==> config.mk <==
export PLATFORM = sky130hd
export DESIGN_NAME = friction_mass_plant_step_flat
export DESIGN_NICKNAME = d
export VERILOG_FILES = /design/src/rtl/fmps_pkg.sv /design/src/rtl/fmps_if.sv /design/src/rtl/friction_mass_plant_step.sv /design/src/rtl/fmps_mul.sv /design/src/flat_wrapper.sv
export VERILOG_INCLUDE_DIRS = /design/src /design/src/rtl
export SDC_FILE = /design/constraint.sdc
export NUM_CORES = 2
export LEC_CHECK = 0
export ABC_AREA = 1
export BUFFER_PORTS_ARGS = -buffer_cell sky130_fd_sc_hd__buf_2
export CORE_ASPECT_RATIO = 1.5
export CORE_MARGIN = 2
export CORE_UTILIZATION = 55
export CTS_CLUSTER_SIZE = 14
export DETAILED_ROUTE_END_ITERATION = 10
export HOLD_SLACK_MARGIN = 0.12
export PLACE_DENSITY = 0.73
export RECOVER_POWER = 50
export SLEW_MARGIN = 20
export SYNTH_ARGS = -nofsm -noshare
export SYNTH_HDL_FRONTEND = slang
export SYNTH_SLANG_ARGS = --single-unit
==> constraint.sdc <==
create_clock -name clk -period 6.7 [get_ports clk]
set_input_delay 2.01 -clock clk [delete_from_list [all_inputs] [get_ports clk]]
set_output_delay 2.01 -clock clk [all_outputs]
set_load 0.01 [all_outputs]
==> src/rtl/friction_mass_plant_step_macros.svh <==
// Assertion shorthands shared by the files that check their own logic.
// Both forms sample on clk and are switched off while rst is high.
`ifndef FRICTION_MASS_PLANT_STEP_MACROS_SVH
`define FRICTION_MASS_PLANT_STEP_MACROS_SVH
`ifndef NO_ASSERTIONS
`define FMPS_ASSERT_IMM(label, cond, prop) \
  label: assert property (@(posedge clk) disable iff (rst) (cond) |-> (prop)) \
    else $error("fmps assertion failed");
`define FMPS_ASSERT_NXT(label, cond, prop) \
  label: assert property (@(posedge clk) disable iff (rst) (cond) |=> (prop)) \
    else $error("fmps assertion failed");
`else
`define FMPS_ASSERT_IMM(label, cond, prop)
`define FMPS_ASSERT_NXT(label, cond, prop)
`endif
`endif

==> src/rtl/fmps_pkg.sv <==
`timescale 1ns / 1ps
`default_nettype none

package fmps_pkg;

  // One request: applied force (Q16.16) and time step (Q8.16).
  typedef struct packed {
    logic signed [31:0] applied_force;
    logic [23:0]        time_step;
  } fmps_item_t;

  // One result: new position, velocity and acceleration, and the friction case.
  typedef struct packed {
    logic signed [31:0] position;
    logic signed [31:0] speed;
    logic signed [31:0] accel;
    logic               sliding;
  } fmps_result_t;

  // Status of the serial multiplier.
  typedef struct packed {
    logic busy;
    logic done;
  } mul_stat_t;

  // The multiplier operand is at most 31 bits, so every product takes 31 steps.
  localparam int MUL_STEPS = 31;
  localparam int MUL_CNT_W = $clog2(MUL_STEPS);

  // Register indexes on the configuration port.
  localparam logic [1:0] REG_STATIC_FRICTION  = 2'd0;
  localparam logic [1:0] REG_KINETIC_FRICTION = 2'd1;
  localparam logic [1:0] REG_INVERSE_MASS     = 2'd2;
  localparam logic [1:0] REG_ZERO_BAND        = 2'd3;

  // Reset values of the registers.
  localparam logic [30:0] STATIC_FRICTION_RST  = 31'd65536;
  localparam logic [30:0] KINETIC_FRICTION_RST = 31'd42598;
  localparam logic [30:0] INVERSE_MASS_RST     = 31'd6554;
  localparam logic [15:0] ZERO_BAND_RST        = 16'd0;

endpackage

`default_nettype wire

==> src/rtl/fmps_if.sv <==
`timescale 1ns / 1ps
`default_nettype none

interface fmps_item_if;
  logic                   valid;
  logic                   ready;
  fmps_pkg::fmps_item_t   payload;

  modport source (output valid, output payload, input ready);
  modport sink (input valid, input payload, output ready);
endinterface

interface fmps_result_if;
  logic                   valid;
  logic                   ready;
  fmps_pkg::fmps_result_t payload;

  modport source (output valid, output payload, input ready);
  modport sink (input valid, input payload, output ready);
endinterface

`default_nettype wire

==> src/rtl/friction_mass_plant_step.sv <==
// A request is worked through as three products formed one after another on
// one shared serial multiplier, followed by a write-back state. A new request
// is accepted only after the previous one is written back, and write-back
// waits while the previous result is still held on the output.
// Reset (rst, synchronous, active high) clears position, velocity and
// acceleration to zero and returns all configuration registers to defaults.
`timescale 1ns / 1ps
`default_nettype none
`include "friction_mass_plant_step_macros.svh"

module friction_mass_plant_step (
  input  logic                  clk,
  input  logic                  rst,
  fmps_item_if.sink             item,
  fmps_result_if.source         result,
  input  logic                  psel,
  input  logic                  penable,
  input  logic                  pwrite,
  input  logic [3:0]            paddr,
  input  logic [31:0]           pwdata,
  output logic [31:0]           prdata,
  output logic                  pready
);

  // Sequencer states. Each multiply state waits for the serial multiplier and,
  // when it finishes, uses the product and launches the next one, if any.
  localparam logic [2:0] S_IDLE = 3'd0;  // waiting for a request
  localparam logic [2:0] S_MULV = 3'd1;  // previous accel times time step
  localparam logic [2:0] S_MULA = 3'd2;  // force sum times inverse mass
  localparam logic [2:0] S_MULP = 3'd3;  // velocity sum times time step
  localparam logic [2:0] S_WB   = 3'd4;  // update state, load result register

  // Saturate a wide signed value to the signed 32-bit range.
  function automatic logic signed [31:0] sat32(input logic signed [49:0] x);
    logic signed [31:0] r;
    if ((x[49:31] == '0) || (x[49:31] == '1)) begin
      r = x[31:0];
    end else if (x[49]) begin
      r = {1'b1, 31'd0};
    end else begin
      r = {1'b0, {31{1'b1}}};
    end
    return r;
  endfunction

  // ---------------------------------------------------------------------
  // Configuration registers
  // ---------------------------------------------------------------------
  logic [30:0] static_friction_force;
  logic [30:0] kinetic_friction_force;
  logic [30:0] inverse_mass;
  logic [15:0] zero_band;
  logic        cfg_write;

  assign pready    = 1'b1;
  assign cfg_write = psel && penable && pwrite;

  always_ff @(posedge clk) begin
    if (rst) begin
      static_friction_force  <= fmps_pkg::STATIC_FRICTION_RST;
      kinetic_friction_force <= fmps_pkg::KINETIC_FRICTION_RST;
      inverse_mass           <= fmps_pkg::INVERSE_MASS_RST;
      zero_band              <= fmps_pkg::ZERO_BAND_RST;
    end else if (cfg_write) begin
      unique case (paddr[3:2])
        fmps_pkg::REG_STATIC_FRICTION:  static_friction_force  <= pwdata[30:0];
        fmps_pkg::REG_KINETIC_FRICTION: kinetic_friction_force <= pwdata[30:0];
        fmps_pkg::REG_INVERSE_MASS:     inverse_mass           <= pwdata[30:0];
        fmps_pkg::REG_ZERO_BAND:        zero_band              <= pwdata[15:0];
        default: ;
      endcase
    end
  end

  always_comb begin
    unique case (paddr[3:2])
      fmps_pkg::REG_STATIC_FRICTION:  prdata = {1'b0, static_friction_force};
      fmps_pkg::REG_KINETIC_FRICTION: prdata = {1'b0, kinetic_friction_force};
      fmps_pkg::REG_INVERSE_MASS:     prdata = {1'b0, inverse_mass};
      fmps_pkg::REG_ZERO_BAND:        prdata = {16'd0, zero_band};
      default:                        prdata = '0;
    endcase
  end

  // ---------------------------------------------------------------------
  // Plant state, request capture and sequencer registers
  // ---------------------------------------------------------------------
  logic [2:0]             state;
  logic signed [31:0]     pos_reg;
  logic signed [31:0]     vel_reg;
  logic signed [31:0]     acc_reg;
  logic signed [31:0]     force_r;
  logic [23:0]            dt_r;
  logic signed [31:0]     v_new_r;
  logic signed [31:0]     a_new_r;
  logic signed [31:0]     pos_new_r;
  logic                   res_valid;
  fmps_pkg::fmps_result_t res_r;

  // Shared multiplier.
  logic                   mul_start;
  logic signed [32:0]     mul_md;
  logic [30:0]            mul_mr;
  fmps_pkg::mul_stat_t    mul_stat;
  logic signed [64:0]     product;

  fmps_mul u_mul (
    .clk     (clk),
    .rst     (rst),
    .start   (mul_start),
    .md      (mul_md),
    .mr      (mul_mr),
    .stat    (mul_stat),
    .product (product)
  );

  // ---------------------------------------------------------------------
  // Friction case and operand preparation
  // ---------------------------------------------------------------------
  logic [32:0]        band_ext;
  logic signed [32:0] v_ext;
  logic [32:0]        v_abs;
  logic               vel_pos;
  logic               vel_neg;
  logic               kinetic;
  logic signed [32:0] f_ext;
  logic [32:0]        f_abs;
  logic               force_pos;
  logic signed [32:0] kf_ext;
  logic signed [32:0] fs_ext;
  logic signed [32:0] sum_kin;
  logic signed [32:0] sum_st;
  logic               st_zero;
  logic signed [32:0] acc_md;
  logic signed [31:0] v_sat;
  logic signed [31:0] a_sat;
  logic signed [31:0] p_sat;
  logic               v_new_pos;
  logic               v_new_neg;
  logic               clamp;
  logic signed [31:0] v_fin;
  logic signed [32:0] vsum_md;
  logic               wb_go;
  logic               accept_in;

  always_comb begin
    band_ext = {17'd0, zero_band};

    // The previous velocity stays in vel_reg for the whole request, so the
    // friction case can be derived from it at any point of the sequence.
    v_ext   = {vel_reg[31], vel_reg};
    v_abs   = vel_reg[31] ? 33'(-v_ext) : 33'(v_ext);
    vel_pos = !vel_reg[31] && (vel_reg != '0);
    vel_neg = vel_reg[31];
    kinetic = v_abs > band_ext;

    f_ext     = {force_r[31], force_r};
    f_abs     = force_r[31] ? 33'(-f_ext) : 33'(f_ext);
    force_pos = !force_r[31] && (force_r != '0);

    kf_ext = {2'b00, kinetic_friction_force};
    fs_ext = {2'b00, static_friction_force};

    // Sliding: friction opposes the previous velocity.
    sum_kin = vel_pos ? (f_ext - kf_ext) : (f_ext + kf_ext);

    // At rest: a force that does not overcome static friction leaves the
    // acceleration at zero, which a zero multiplicand produces directly.
    sum_st  = force_pos ? (f_ext - fs_ext) : (f_ext + fs_ext);
    st_zero = force_pos ? sum_st[32] : (!sum_st[32] && (sum_st != '0));
    acc_md  = kinetic ? sum_kin : (st_zero ? '0 : sum_st);

    // Products are floored by taking the upper bits of the exact product.
    v_sat = sat32({{18{vel_reg[31]}}, vel_reg} + {product[64], product[64:16]});
    a_sat = sat32({product[64], product[64:16]});
    p_sat = sat32({{18{pos_reg[31]}}, pos_reg} + {{2{product[64]}}, product[64:17]});

    // A near-zero force while sliding that flips the velocity stops the mass.
    v_new_pos = !v_new_r[31] && (v_new_r != '0);
    v_new_neg = v_new_r[31];
    clamp     = kinetic && (f_abs <= band_ext) &&
                ((v_new_neg && vel_pos) || (v_new_pos && vel_neg));
    v_fin     = clamp ? '0 : v_new_r;
    vsum_md   = v_ext + {v_fin[31], v_fin};
  end

  assign item.ready = (state == S_IDLE);
  assign accept_in  = item.valid && item.ready;
  assign wb_go      = (state == S_WB) && (!res_valid || result.ready);

  // Multiplier launch and operand selection for each step of the sequence.
  always_comb begin
    unique case (state)
      S_IDLE: begin
        mul_start = accept_in;
        mul_md    = {acc_reg[31], acc_reg};
        mul_mr    = {7'd0, item.payload.time_step};
      end
      S_MULV: begin
        mul_start = mul_stat.done;
        mul_md    = acc_md;
        mul_mr    = inverse_mass;
      end
      S_MULA: begin
        mul_start = mul_stat.done;
        mul_md    = vsum_md;
        mul_mr    = {7'd0, dt_r};
      end
      default: begin
        mul_start = 1'b0;
        mul_md    = '0;
        mul_mr    = '0;
      end
    endcase
  end

  // ---------------------------------------------------------------------
  // Sequencer and plant state
  // ---------------------------------------------------------------------
  always_ff @(posedge clk) begin
    if (rst) begin
      state     <= S_IDLE;
      pos_reg   <= '0;
      vel_reg   <= '0;
      acc_reg   <= '0;
      res_valid <= 1'b0;
    end else begin
      if (result.ready) begin
        res_valid <= 1'b0;
      end
      unique case (state)
        S_IDLE: begin
          if (accept_in) begin
            state <= S_MULV;
          end
        end
        S_MULV: begin
          if (mul_stat.done) begin
            state <= S_MULA;
          end
        end
        S_MULA: begin
          if (mul_stat.done) begin
            state <= S_MULP;
          end
        end
        S_MULP: begin
          if (mul_stat.done) begin
            state <= S_WB;
          end
        end
        S_WB: begin
          if (wb_go) begin
            pos_reg   <= pos_new_r;
            vel_reg   <= v_new_r;
            acc_reg   <= a_new_r;
            res_valid <= 1'b1;
            state     <= S_IDLE;
          end
        end
        default: state <= S_IDLE;
      endcase
    end
  end

  // Datapath holding registers; no reset is needed on these.
  always_ff @(posedge clk) begin
    if (accept_in) begin
      force_r <= item.payload.applied_force;
      dt_r    <= item.payload.time_step;
    end
    if ((state == S_MULV) && mul_stat.done) begin
      v_new_r <= v_sat;
    end
    if ((state == S_MULA) && mul_stat.done) begin
      v_new_r <= v_fin;
      a_new_r <= clamp ? '0 : a_sat;
    end
    if ((state == S_MULP) && mul_stat.done) begin
      pos_new_r <= p_sat;
    end
    if (wb_go) begin
      res_r.position <= pos_new_r;
      res_r.speed    <= v_new_r;
      res_r.accel    <= a_new_r;
      res_r.sliding  <= kinetic;
    end
  end

  assign result.valid   = res_valid;
  assign result.payload = res_r;

  // ---------------------------------------------------------------------
  // Assertions
  // ---------------------------------------------------------------------
  // An accepted request always launches the first product.
  `FMPS_ASSERT_NXT(a_accept_launches_mul, item.valid && item.ready, mul_stat.busy)
  // The sequencer never launches the multiplier while it is still stepping.
  `FMPS_ASSERT_IMM(a_no_launch_while_busy, mul_start, !mul_stat.busy)
  // With zero inverse mass every stored acceleration is zero.
  `FMPS_ASSERT_NXT(a_zero_mass_no_accel, wb_go && (inverse_mass == '0), acc_reg == '0)

endmodule

`default_nettype wire

==> src/rtl/fmps_mul.sv <==
`timescale 1ns / 1ps
`default_nettype none

// Shift-and-add multiplier: signed 33-bit multiplicand times unsigned 31-bit
// multiplier, one multiplier bit per cycle from the least significant end.
module fmps_mul (
  input  logic                clk,
  input  logic                rst,
  input  logic                start,
  input  logic signed [32:0]  md,
  input  logic [30:0]         mr,
  output fmps_pkg::mul_stat_t stat,
  output logic signed [64:0]  product
);

  localparam logic [fmps_pkg::MUL_CNT_W-1:0] LAST_STEP =
    fmps_pkg::MUL_CNT_W'(fmps_pkg::MUL_STEPS - 1);

  logic [fmps_pkg::MUL_CNT_W-1:0] cnt;
  logic                           busy;
  logic                           done;
  logic signed [33:0]             md_r;
  logic signed [33:0]             hi;
  logic [30:0]                    lo;
  logic signed [33:0]             addend;
  logic signed [33:0]             sum;

  // The upper half accumulates; the lower half shifts out multiplier bits and
  // takes in the finished low product bits.
  always_comb begin
    addend = lo[0] ? md_r : '0;
    sum    = hi + addend;
  end

  always_ff @(posedge clk) begin
    if (rst) begin
      busy <= 1'b0;
      done <= 1'b0;
      cnt  <= '0;
    end else begin
      done <= 1'b0;
      if (start) begin
        busy <= 1'b1;
        cnt  <= '0;
      end else if (busy) begin
        cnt <= cnt + 1'b1;
        if (cnt == LAST_STEP) begin
          busy <= 1'b0;
          done <= 1'b1;
        end
      end
    end
  end

  always_ff @(posedge clk) begin
    if (start) begin
      md_r <= {md[32], md};
      hi   <= '0;
      lo   <= mr;
    end else if (busy) begin
      hi <= {sum[33], sum[33:1]};
      lo <= {sum[0], lo[30:1]};
    end
  end

  assign stat.busy = busy;
  assign stat.done = done;
  assign product   = {hi, lo};

endmodule

`default_nettype wire

==> src/flat_wrapper.sv <==
// flat-port wrapper written by rule: the top's interface ports become plain ports
module friction_mass_plant_step_flat 
  (clk, rst, psel, penable, pwrite, paddr, pwdata, prdata, pready, item_valid, item_payload, item_ready, result_valid, result_payload, result_ready);
  fmps_item_if item_i ();
  fmps_result_if result_i ();
  input  logic clk;
  input  logic rst;
  input  logic psel;
  input  logic penable;
  input  logic pwrite;
  input  logic [3:0] paddr;
  input  logic [31:0] pwdata;
  output logic [31:0] prdata;
  output logic pready;
  input wire logic [$bits(item_i.valid)-1:0] item_valid;
  input wire logic [$bits(item_i.payload)-1:0] item_payload;
  output wire logic [$bits(item_i.ready)-1:0] item_ready;
  output wire logic [$bits(result_i.valid)-1:0] result_valid;
  output wire logic [$bits(result_i.payload)-1:0] result_payload;
  input wire logic [$bits(result_i.ready)-1:0] result_ready;
  assign item_i.valid = item_valid;
  assign item_i.payload = item_payload;
  assign item_ready = item_i.ready;
  assign result_valid = result_i.valid;
  assign result_payload = result_i.payload;
  assign result_i.ready = result_ready;
  friction_mass_plant_step u_core (.clk(clk), .rst(rst), .item(item_i), .result(result_i), .psel(psel), .penable(penable), .pwrite(pwrite), .paddr(paddr), .pwdata(pwdata), .prdata(prdata), .pready(pready));
endmodule
Word level (Yosys, flattened, before mapping)
Cells that the tools add are included.
Widths: inputs -> output; s select.
{"block": "classes", "add_sub_neg": 11, "order_cmp": 2, "n_eq_ne": 16, "muxes": 36, "n_bitwise": 1, "n_reduce_logical": 45}
{"op": "$mux 32", "count": 9}
{"op": "$mux 33", "count": 6}
{"op": "$pmux 32 s4", "count": 1}
{"op": "$add 32x32->33", "count": 3}
{"op": "$pmux 33 s3", "count": 1}
{"op": "$reduce_bool 32->1", "count": 3}
{"op": "$pmux 31 s3", "count": 1}
{"op": "$neg 32->33", "count": 2}
{"op": "$sub 32x32->33", "count": 2}
{"op": "$mux 31", "count": 2}
{"op": "$eq 19x19->1 const B", "count": 3}
{"op": "$logic_not 19->1", "count": 3}
{"op": "$add 32x48->49", "count": 1}
{"op": "$add 32x47->48", "count": 1}
{"op": "$add 33x34->34", "count": 1}
{"op": "$mux 34", "count": 1}
{"op": "$gt 33x16->1", "count": 1}
{"op": "$le 33x16->1", "count": 1}
{"op": "$reduce_bool 33->1", "count": 1}
{"op": "$logic_and 1x1->1", "count": 15}
{"op": "$mux 3", "count": 5}
{"op": "$pmux 3 s5", "count": 1}
{"op": "$reduce_and 2->1", "count": 5}
{"op": "$mux 1", "count": 8}
{"op": "19 further kinds", "count": 34}
{"block": "totals", "register_bits": 562}

Depth between registers and ports, before layout
{"block": "logic_depth", "word_depth": 9, "ltp_mapped": 44}

Modules after synthesis
Synthesis repeated with hierarchy kept, for this count alone.
{"block": "unflattened", "cells_unflattened": 6165, "hier_area_um2": 42396.9}
{"mod": "friction_mass_plant_step", "instances": 1, "cells_each": 5273, "area_per_inst_um2": 35937.0, "seq_area_each_um2": 11661.2}
{"mod": "fmps_mul", "instances": 1, "cells_each": 892, "area_per_inst_um2": 6459.9, "seq_area_each_um2": 2722.6}

Least setup slack after synthesis
No wires, ideal clock.
{"block": "synth_timing", "path_kind": "in2reg", "start": "input result_ready", "end": "register u_core.res_r (netlist bit u_core.result.payload[0]) (enable)", "setup_ns": 0.499, "t_arrival_ns": 5.438, "t_required_ns": 6.201, "slack_ns": 0.762, "cell_stages": 4, "cell_sequence": "nor2_1 -> nor2_1 -> clkbuf_1 -> clkbuf_1"}
{"block": "synth_via", "elab_chain_len": 2}
{"element": "from (decl)", "line_no": "flat_wrapper.sv:20", "source": "input wire logic [$bits(result_i.ready)-1:0] result_ready;"}
{"element": "$logic_or 1x1->1", "line_no": "friction_mass_plant_step.sv:189", "source": "assign wb_go = (state == S_WB) && (!res_valid || result.ready);"}
{"element": "$logic_and 1x1->1", "line_no": "friction_mass_plant_step.sv:189"}
{"element": "named net u_core.wb_go", "line_no": "friction_mass_plant_step.sv:143", "source": "logic wb_go;"}
{"element": "to (decl)", "line_no": "friction_mass_plant_step.sv:98", "source": "fmps_pkg::fmps_result_t res_r;"}
The timed path passes the listed nets, and every way through them passes these cells.
A chain may end at the register's enable or synchronous reset.

Worst setup path in the final report
{"block": "layout_timing", "start": "register u_core.force_r[1]", "end": "register u_core.u_mul.md_r[12] (data pin)"}
{"block": "layout_via", "elab_chain_len": 9}
{"element": "from (decl)", "line_no": "friction_mass_plant_step.sv:92", "source": "logic signed [31:0] force_r;"}
{"element": "from (signal assigned)", "line_no": "friction_mass_plant_step.sv:269", "source": "force_r <= item.payload.applied_force;"}
{"element": "parallel branches: the longest is 8 deep, another holds $neg 32->33"}
{"element": "$pmux 33 s3 *", "line_no": "friction_mass_plant_step.sv:193", "source": "unique case (state)"}
{"element": "named net u_core.mul_md[12]", "line_no": "friction_mass_plant_step.sv:102", "source": "logic signed [32:0] mul_md;"}
{"element": "to (signal assigned)", "line_no": "fmps_mul.sv:57", "source": "md_r <= {md[32], md};"}
{"element": "to (decl)", "line_no": "fmps_mul.sv:22", "source": "logic signed [33:0] md_r;"}
Mark *: on every way through the listed nets, which the timed path passes.

==> results.ini <==
[place]
gp_congestion = 1.148
io_buffer_count = 225
hpwl_mm = 130.0

[clock_tree]
ctsResizeCount = 0
cts_root_buf = clkbuf_16
clk_path_buf_depth = 3
clk_latency_ns = 0.67
hold_buffers = 0
htreeDepth = 2
cts.clk_slew.worst_paths_ns = 0.06
post_cts_buffers = 0
numCtsBuffers = 55
cts.sinks = 562
cts_tree = done

[global_route]
track_usage_pct = 41.77
grt-ovfl-total = 0
antenna_found_initial = 1
first_global_vias = 38920
grt_pass1_wl_mm = 238.1
grt_max_degree = 210

[power_and_ir_drop]
p_per_area_mw_per_mm2 = 212.6
power.leakage_nw = 20.79
peakVddDrop_mv = 0.2240

[floorplanning]
core_mm2 = 0.07464
dieWidth_um = 227.5
io_pins = 231
initial_utilization_pct = 55.23
dieArea_mm2 = 0.07720
rows = 123
die_height_um = 339.3

[setup_path]
setup.worst_path.start_class = flip-flop
cpPeakStageDelay_ns = 0.60
rr_worst_depth = 36
critical_path_class = flip-flop to flip-flop
crit_top_cell = nand2_1
crit_required_ns = 7.11
crit_fanout = 4
arrival_ns = 6.64
slowest_stage = o21ai_0
end_kind = flip-flop

[synthesis]
synth_cell_types = 66
synth_nets = 6203
ys_top_cells_by_area = edfxtp_1 (23%), dfxtp_1 (12%), nand2_1 (12%)
yosys_warnings = 0
yosysSeqAreaShare_pct = 34.89
synth_edf_count = 313
synth.most_common_cell = nand2_1
ys_ff_latch = 562
synth_cells = 5837
syn_area_mm2 = 0.04122
synth_top_cell_by_area = edfxtp_1
yosys_most_used_dff = edfxtp_1
ys_top_cells_by_count = nand2_1 (1304), nor2_1 (850), inv_1 (663)
syn_area_per_cell_um2 = 7.063
async_reset_ff_share_pct = 0
yosys.area.top_type_share_pct = 22.80

[sta]
setup_viol = 0
period_share_pct = 92.97
finalHoldViolCount = 0
fmax_mhz = 160.5
period_needed_ns = 6.229
setup_tns_ns = 0
finalMaxSlewViolations = 597
worst_slew_pin_slew_ns = 4.544
relSlewSlack_pct = -202.9
rsz0062_at_grt = false
fin_worst_skew_ns = 0.04247

[outcome]
violations = capacitance limit, slew limit
status = finished with violations

[min_path]
hold_path_class = flip-flop to flip-flop
holdPathStages = 0

[detailed_routing]
drt_iter0_markers = 3677
remaining_drc_errors = 0
ant_nets = 0
post_drt_via_cell_ratio = 5.876
drt_wl_total_mm = 164.0
drt_pass1_iterations = 6
vias = 41470
wl_per_cell_um = 23.23

[final_layout]
largest_reg_flops = 97
final_util_pct = 60.42
num_antenna_cells = 0
drive_above_1_share_pct = 7.644
nets = 6376
areaGrowthSynthToFinish_pct = 9.391

[run]
maxCapViolations = 10

-- final timing paths --
path	startpoint	endpoint	slack (ns)
max	u_core.force_r[1]	u_core.u_mul.md_r[12]	0.47
min	u_core.pos_new_r[0]	u_core.result.payload[65]	0.45
max reg2reg	u_core.force_r[1]	u_core.u_mul.md_r[12]	0.47
min reg2reg	u_core.pos_new_r[0]	u_core.result.payload[65]	0.45
-- worst max-delay path: cells and delay by family, from the launching register on --
family | cells | cell delay (ns)
compound gates | 6 | 1.58
fa+ha+maj | 4 | 1.09
buf+inv | 4 | 0.44
simple gates | 21 | 2.12
flops | 1 | 0.53
xor+xnor | 1 | 0.17
-- per-layer routing --
| layer | global-route usage [%] | vias to the layer above | wire [um] |
|---|---|---|---|
| met2 | 69.67 | 1891 | 76530 |
| li1 | - | 19840 | - |
| met4 | 39.98 | 2 | 19520 |
| met1 | 44.34 | 19090 | 56630 |
| met5 | 0 | - | 13 |
| met3 | 6.587 | 642 | 11260 |
-- cell type report --
class / instances / area (um2)
fill: 7203 / 29540
multi-input combinational: 4430 / 23500
sequential: 562 / 14390
inverter: 680 / 2555
clock buffer: 82 / 1673
timing repair buffer: 281 / 1505
tap: 1000 / 1251
clock inverter: 22 / 230.2
-- placed cells by master (no fill, tap or decap), types with 82 or more instances in the layout --
cell,synthesis,layout
buf_2,15,205
nand4_1,82,82
ha_1,261,261
edfxtp_1,313,313
nor2_1,850,844
nand2_1,1304,1304
a21oi_1,529,530
inv_1,663,665
nand3_1,265,265
xnor2_1,87,87
xor2_1,152,152
dfxtp_1,249,248
o21ai_0,457,457
-- power by group --
| part | total (W) | switching [W] | internal (W) | leakage [nW] |
|---|---|---|---|---|
| Sequential | 0.00408 | 0.000279 | 0.00380 | 4.91 |
| Combinational | 0.00224 | 0.00153 | 0.000703 | 14.9 |
| Clock | 0.00327 | 0.00145 | 0.00182 | 0.946 |
-- per-stage QoR --
step                      instances  instance area, um2  hold slack [ns]  total power, W  setup slack, ns
final                          7057               45100           0.4475        0.009589           0.4711
after global routing           7057               45100           0.4628        0.009925          0.04250
after CTS                      7056               45170           0.4477        0.009529           0.6562
after detailed placement       6952               43270           0.4344        0.006291           0.7066
after global placement         6952               43270           0.4330        0.006269           0.7125
after floorplan                5837               41220           0.4208        0.005475           0.7625
-- cell families after synthesis --
group | synth area share [%]
DFF | 34.89
xor gates and xnor gates | 5.078
other | 0.01822
adders and majority gates | 8.213
AOI/OAI and AO/OA | 16.90
buffers and inverters | 8.189
and+or+nand+nor | 26.71
Power figures use the tool's default switching activity.
